## config.mk

```make
export PLATFORM = sky130hd
export DESIGN_NAME = hes_point
export DESIGN_NICKNAME = d
export VERILOG_FILES = /design/src/hdl/hes_pkg.sv /design/src/hdl/hes_point.sv
export SDC_FILE = /design/constraint.sdc
export NUM_CORES = 2
export LEC_CHECK = 0
export ABC_AREA = 1
export BUFFER_PORTS_ARGS = -buffer_cell sky130_fd_sc_hd__buf_2
export CORE_MARGIN = 5
export CORE_UTILIZATION = 60
export CTS_BUF_LIST = sky130_fd_sc_hd__clkbuf_2 sky130_fd_sc_hd__clkbuf_4 sky130_fd_sc_hd__clkbuf_8
export DETAILED_ROUTE_END_ITERATION = 8
export GPL_TIMING_DRIVEN = 0
export PLACE_DENSITY = 0.77
export SLEW_MARGIN = 30
export SYNTH_ARGS = -nofsm -noshare
export SYNTH_HDL_FRONTEND = slang
export SYNTH_SLANG_ARGS = --single-unit
```

## constraint.sdc

```tcl
create_clock -name clock -period 20.9 [get_ports clock]
set_input_delay 3.135 -clock clock [delete_from_list [all_inputs] [get_ports clock]]
set_output_delay 3.135 -clock clock [all_outputs]
set_load 0.02 [all_outputs]
```

## src/hdl/hes_pkg.sv

```systemverilog
`default_nettype none
// ---------------------------------------------------------------------------
// hes_pkg: shared types and constants of the histogram event sampler
// Field widths of the request and response beats, action codes and the
// saturation limit of the result counts.
// ---------------------------------------------------------------------------
package hes_pkg;

   localparam int ACTION_W = 2;
   localparam int INDEX_W  = 12;
   localparam int LOAD_W   = 24;
   localparam int FRAC_W   = 32;
   localparam int COUNT_W  = 32;

   localparam int REQ_FIELDS_W = INDEX_W + LOAD_W + FRAC_W;
   localparam int REQ_TDATA_W  = ((REQ_FIELDS_W + 7) / 8) * 8;
   localparam int RSP_FIELDS_W = INDEX_W + COUNT_W;
   localparam int RSP_TDATA_W  = ((RSP_FIELDS_W + 7) / 8) * 8;

   localparam logic [COUNT_W-1:0] COUNT_MAX = '1;

   typedef enum logic [ACTION_W-1:0] {
      ACT_LOAD   = 2'd0,
      ACT_SAMPLE = 2'd1,
      ACT_READ   = 2'd2,
      ACT_CLEAR  = 2'd3
   } action_type;

endpackage
`default_nettype wire

```

## src/hdl/hes_point.sv

```systemverilog
`default_nettype none
// ---------------------------------------------------------------------------
// hes_point: sample point scaler
// Forms floor(frac * total / 2^32) with one 32x32 multiplier used twice,
// low half of the total first, then the high half; done pulses with point.
// ---------------------------------------------------------------------------
module hes_point
   import hes_pkg::*;
#(
   parameter int TOTAL_W = 36
) (
   input  wire logic               clock,
   input  wire logic               reset,
   input  wire logic               start,
   input  wire logic [FRAC_W-1:0]  frac,
   input  wire logic [TOTAL_W-1:0] total,
   output      logic [TOTAL_W-1:0] point,
   output      logic               done
);

   localparam int WIDE_W = 2 * FRAC_W;

   logic [2:0]         phase_ff;
   logic               done_ff;
   logic [FRAC_W-1:0]  frac_ff;
   logic [WIDE_W-1:0]  total_ff;
   logic [WIDE_W-1:0]  prod_ff;
   logic [FRAC_W-1:0]  carry_ff;
   logic [TOTAL_W-1:0] point_ff;

   logic [FRAC_W-1:0]  mul_b;
   logic [WIDE_W-1:0]  product;

   assign mul_b   = phase_ff[0] ? total_ff[FRAC_W-1:0] : total_ff[WIDE_W-1:FRAC_W];
   assign product = frac_ff * mul_b;

   always_ff @(posedge clock) begin
      if (reset) begin
         phase_ff <= '0;
         done_ff  <= 1'b0;
      end else begin
         phase_ff <= {phase_ff[1:0], start};
         done_ff  <= phase_ff[2];
      end
   end

   always_ff @(posedge clock) begin
      if (start) begin
         frac_ff  <= frac;
         total_ff <= WIDE_W'(total);
      end
      if (phase_ff[0]) begin
         prod_ff <= product;
      end
      if (phase_ff[1]) begin
         // keep the integer part of the low product, then multiply the high half
         carry_ff <= prod_ff[WIDE_W-1:FRAC_W];
         prod_ff  <= product;
      end
      if (phase_ff[2]) begin
         point_ff <= TOTAL_W'(prod_ff + WIDE_W'(carry_ff));
      end
   end

   assign point = point_ff;
   assign done  = done_ff;

endmodule
`default_nettype wire

```

== Word level (Yosys, flattened, before mapping) ==
Index checks and enable logic that the tools add are counted.

* Flip-flop bits (word level): 204
* Input bits: 71
* Output and inout bits: 37
* Word-level logic and storage cells: 13

* $add $sub $neg: 1
* $mul: 1
* Muxes and demuxes: 3
* Reductions and logical operators: 1

{| class="wikitable"
|+ Operators with widths
! kind !! number
|-
| 2-to-1 mux 64 bit || 2
|-
| multiplier 32 x 32 -> 64 bit || 1
|-
| adder 36 x 32 -> 36 bit || 1
|-
| 2-to-1 mux 32 bit || 1
|-
| nonzero test 2 bit || 1
|}

== Longest topological paths before layout ==
* Word-level depth: 4
* Depth in mapped cells: 34
* Mapped depth without buffers: 31

== Worst setup path after synthesis ==
Ideal clock, no wire load.

* Path kind: flip-flop to flip-flop
* Start: register phase_ff[0]
* End: register prod_ff[62], data pin
* Arrival time: 6.433 ns
* Data required time: 20.648 ns
* Path slack: 14.215 ns
* Stages on the path, launching flop included: 29
* Period minus slack after synthesis: 6.685 ns
* Cells stage by stage: dfxtp_1 -> buf_4 -> buf_4 -> nand2_2 -> inv_1 -> buf_2 -> nand2_1 -> fa_1 -> fa_1 -> fa_1 -> fa_1 -> inv_1 -> fa_1 -> fa_1 -> fa_1 -> inv_1 -> fa_1 -> inv_1 -> ha_1 -> nand2_2 -> inv_1 -> a21oi_1 -> nand2_1 -> nand2_1 -> nand2_1 -> a21oi_1 -> nand2_1 -> nand2_1 -> nand2_1

* Cells in the longest elaborated chain, start to end: 4

{| class="wikitable"
|+ RTL lines
! what !! line !! source
|-
| start, declared || hes_point.sv:23 || <nowiki>logic [2:0] phase_ff;</nowiki>
|-
| start signal, assigned || hes_point.sv:42 || <nowiki>phase_ff <= {phase_ff[1:0], start};</nowiki>
|-
| 2-to-1 mux 32 bit (*) || hes_point.sv:34 || <nowiki>assign mul_b = phase_ff[0] ? total_ff[FRAC_W-1:0] : total_ff[WIDE_W-1:FRAC_W];</nowiki>
|-
| multiplier 32 x 32 -> 64 bit (*) || hes_point.sv:35 || <nowiki>assign product = frac_ff * mul_b;</nowiki>
|-
| named net product[62] || hes_point.sv:32 || <nowiki>logic [WIDE_W-1:0] product;</nowiki>
|-
| 2-to-1 mux 64 bit || hes_point.sv:52 || <nowiki>if (phase_ff[0]) begin</nowiki>
|-
| 2-to-1 mux 64 bit (*) || hes_point.sv:55 || <nowiki>if (phase_ff[1]) begin</nowiki>
|-
| end signal, assigned || hes_point.sv:53 || <nowiki>prod_ff <= product;</nowiki>
|-
| end signal, assigned || hes_point.sv:58 || <nowiki>prod_ff <= product;</nowiki>
|-
| end, declared || hes_point.sv:27 || <nowiki>logic [WIDE_W-1:0] prod_ff;</nowiki>
|}

Mark *: on every way through the listed nets, which the timed path passes. The rest lies on a longest branch. The select of a mux whose other input is x is not followed.
A chain may end at the register's enable or synchronous reset.

== Worst setup path in the final report ==
* Start: register phase_ff[0]
* End: register prod_ff[54], data pin

The elaborated chain is that of the path after synthesis.

==> key figures <==
Hold path
  – Worst hold path type: flop to flop

Synthesis
  – Predominant post-synthesis flop cell: edfxtp_1
  – Area share of the largest cell type after synthesis: 0.424
  – Ys async rst share: 0
  – FF+latch count, synth: 204
  – Post-synth EDFFs: 200
  – Top cells by area, synth: fa_1, edfxtp_1, inv_1
  – Post-Syn Nets: 6302
  – Synth warnings: 0
  – Sequential share of the synthesized area: 0.144
  – Cell variety after synth: 38
  – Syn_area_per_cell: 8.41 sq um
  – Mapped cell area: 42400 sq um
  – Mapped Cells: 5039
  – Top-count cell post-synth: inv_1
  – Post-synth top cells: inv_1, nand2_1, fa_1
  – Cell taking the most area after synthesis: fa_1

Critical path
  – CP Capture Point: prod_ff[54]$_DFFE_PP_
  – Arr. time, crit path: 9.47 ns
  – Critical path endpoint category: flop
  – Reg2reg path depth: 26
  – Startpoint types: flop
  – Worst reg2reg path endpoint: prod_ff[54]$_DFFE_PP_
  – Crit path max fanout: 10
  – Kind of critical path: flop to flop
  – R2R Setup Slk: 11.76 ns
  – Critical Path RT: 21.24 ns
  – Worst flop-to-flop path startpoint: phase_ff[0]$_SDFF_PP0_
  – Worst setup path startpoint: phase_ff[0]$_SDFF_PP0_

Timing
  – Post-layout worst setup margin: 11.76 ns
  – RSZ-0062 raised after global routing: no
  – Crit path time final: 9.14 ns
  – Worst-margin pin slew: 1.20 ns
  – Fmax: 109 MHz
  – Slew Viols, Final: 0
  – Final setup fails: 0
  – Clk_skew: 0.0650 ns
  – Setup TNS: 0 ns
  – Slew margin rel.: 0.199
  – Final hold viol count: 0
  – Tcrit/Tclk final: 0.437

Placement
  – Pre-CTS WS: 12.25 ns
  – Post-Place Cell Area: 44200 sq um
  – GP Congestion: 1.06
  – Buffers added on ports: 107
  – Dpl hpwl: 129000 um

Clock tree
  – # hold bufs at CTS: 0
  – Clock Path Buffers: 3
  – Total CTS buffers: 38
  – CTS Root Cell: clkbuf_8
  – Worst-path clk slew: 0.06 ns
  – Cts repair resizes: 0
  – Htree depth: 2
  – CTS sink count: 204
  – Post-CTS Repair Setup Buffers: 0
  – Worst-Skew Late Latency: 0.65 ns
  – CTS tree: yes

Power
  – Switch Pwr: 4.79 mW
  – Power Internal: 3.27 mW
  – Worst vdd ir: 0.253 mV
  – Clock share of power: 0.060
  – Power per cell area: 178 nW/um^2
  – Sw Share: 0.595
  – Flop pwr share: 0.103
  – Comb power frac: 0.837
  – Leakage: 23.9 nW

Floorplan
  – Die height: 276 um
  – Std cell rows: 97
  – CORE AREA: 70000 sq um
  – Initial core utilization: 0.605
  – Io pins: 108
  – Die W: 276 um
  – Die area: 76100 sq um

Drt
  – Drt wl/cell: 25.5 um
  – 1st-pass router iterations: 8
  – Final wirelength: 157000 um
  – DRT antenna net count: 0
  – Vias: 35372
  – Via/cell ratio: 5.74
  – 1st-iter DRT viols: 3900
  – Residual DRC: 0

GRT
  – GR Overflow Total: 0
  – Global-route wire length before repair: 228000 um
  – Total GRT Usage: 0.422
  – Largest net degree at the start of global routing: 51
  – Initial antenna violation count: 14
  – Number of global-route vias before repair: 35686

Cells and area
  – Proportion of layout cells with a drive suffix above 1: 0.0642
  – Area Overhead vs Synth: 6.51%
  – Nets: 6452
  – Layout fillers: 6212
  – Fin area: 45200 sq um

Status
  – Status: complete, no violations

Flow run
  – Max-capacitance violation count: 0
[layer usage]
layer	vias up	track usage	routed length, um
li1	14886	-	-
met1	17319	0.532	54900
met2	2419	0.617	66100
met3	736	0.145	21200
met4	12	0.284	14700
met5	-	0	69
[cell families after synthesis]
kind of cell,count (synthesis),synth area share
buf+inv,1418,0.127
flops,204,0.144
simple gates,2017,0.187
xor+xnor,55,0.0114
fa+ha+maj,1192,0.511
compound gates,153,0.0195
[worst min-delay path by stage]
stage,start,to,slack (ns),cells past startpoint
2_1_floorplan,prod_ff[42]$_DFFE_PP_,carry_ff[10]$_DFFE_PP_,0.40,0
3_3_place_gp,prod_ff[47]$_DFFE_PP_,carry_ff[15]$_DFFE_PP_,0.40,0
3_5_place_dp,prod_ff[40]$_DFFE_PP_,carry_ff[8]$_DFFE_PP_,0.40,0
4_1_cts,prod_ff[49]$_DFFE_PP_,carry_ff[17]$_DFFE_PP_,0.36,0
5_1_grt,prod_ff[49]$_DFFE_PP_,carry_ff[17]$_DFFE_PP_,0.38,0
6_report,prod_ff[49]$_DFFE_PP_,carry_ff[17]$_DFFE_PP_,0.38,0
[critical path: stages (launching register included)]
cell and delay [ns]:
dfxtp_1 0.40, buf_4 0.32, buf_2 0.56, nand2_1 0.73
inv_1 0.63, nand2_1 0.13, fa_1 0.58, fa_1 0.54
inv_1 0.05, fa_1 0.51, inv_1 0.07, fa_1 0.47
inv_1 0.05, fa_1 0.48, fa_1 0.50, fa_1 0.62
fa_1 0.53, ha_1 0.43, nand2_1 0.11, nor2_1 0.20
nand2_1 0.15, inv_1 0.11, nand4_1 0.10, nand3_2 0.18
nand2_1 0.15, nand4_1 0.10, nand2_1 0.09
[area by class of cell]
class	count	area [sq um]	share of cell area
antenna	6	15.0	0.000333
buffer	159	718	0.0159
clock buffer	43	561	0.0124
clock inverter	23	352	0.00779
inverter	1259	4730	0.105
multi-input combinational	3417	30900	0.685
sequential	204	6090	0.135
tap	940	1180	0.0260
timing repair buffer	110	604	0.0134
[sequential cells by signal, summed over array words and instances (netlist names)]
name	flops
prod_ff	64
point	36
total_ff	36
carry_ff	32
frac_ff	32
phase_ff	3
done	1
[power groups by stage]
stage | combinational [mW] | clock (mW) | sequential [mW]
finish | 6.74 | 0.481 | 0.829
global placement | 6.53 | 0 | 0.834
global route | 7.40 | 0.508 | 0.833
floorplan | 4.42 | 0 | 0.810
CTS | 6.64 | 0.491 | 0.827
detailed placement | 6.59 | 0 | 0.835
[through the flow]
stage	cells	power [mW]	hold WS, ns	utilization
after floorplan	5039	5.23	0.400	-
after global placement	6086	7.36	0.404	0.630
after detailed placement	6089	7.43	0.405	0.631
after CTS	6155	7.96	0.363	0.644
after global routing	6156	8.75	0.376	0.645
final	6161	8.05	0.379	0.645
[layout by cell type, fill, tap and decap left out, types with 2 or more instances in the layout]
cell	n
a21oi_1	98
and2_1	2
buf_1	3
buf_16	2
buf_2	158
buf_4	5
bufinv_16	8
clkbuf_1	67
clkbuf_2	33
clkbuf_4	5
clkbuf_8	38
clkinv_1	16
clkinv_2	2
clkinvlp_4	4
dfxtp_1	2
dfxtp_2	2
diode_2	6
edfxtp_1	200
fa_1	897
ha_1	295
inv_1	1240
inv_2	8
nand2_1	1132
nand2_2	18
nand3_1	73
nand3_2	11
nand4_1	18
nor2_1	721
nor2_2	17
nor2_4	2
nor3_1	7
nor3_2	2
nor4_1	2
o21a_1	6
o21ai_0	33
o21ai_2	4
o21bai_1	9
or2_2	7
xnor2_1	10
xor2_1	45
Power figures use the tool's default switching activity.
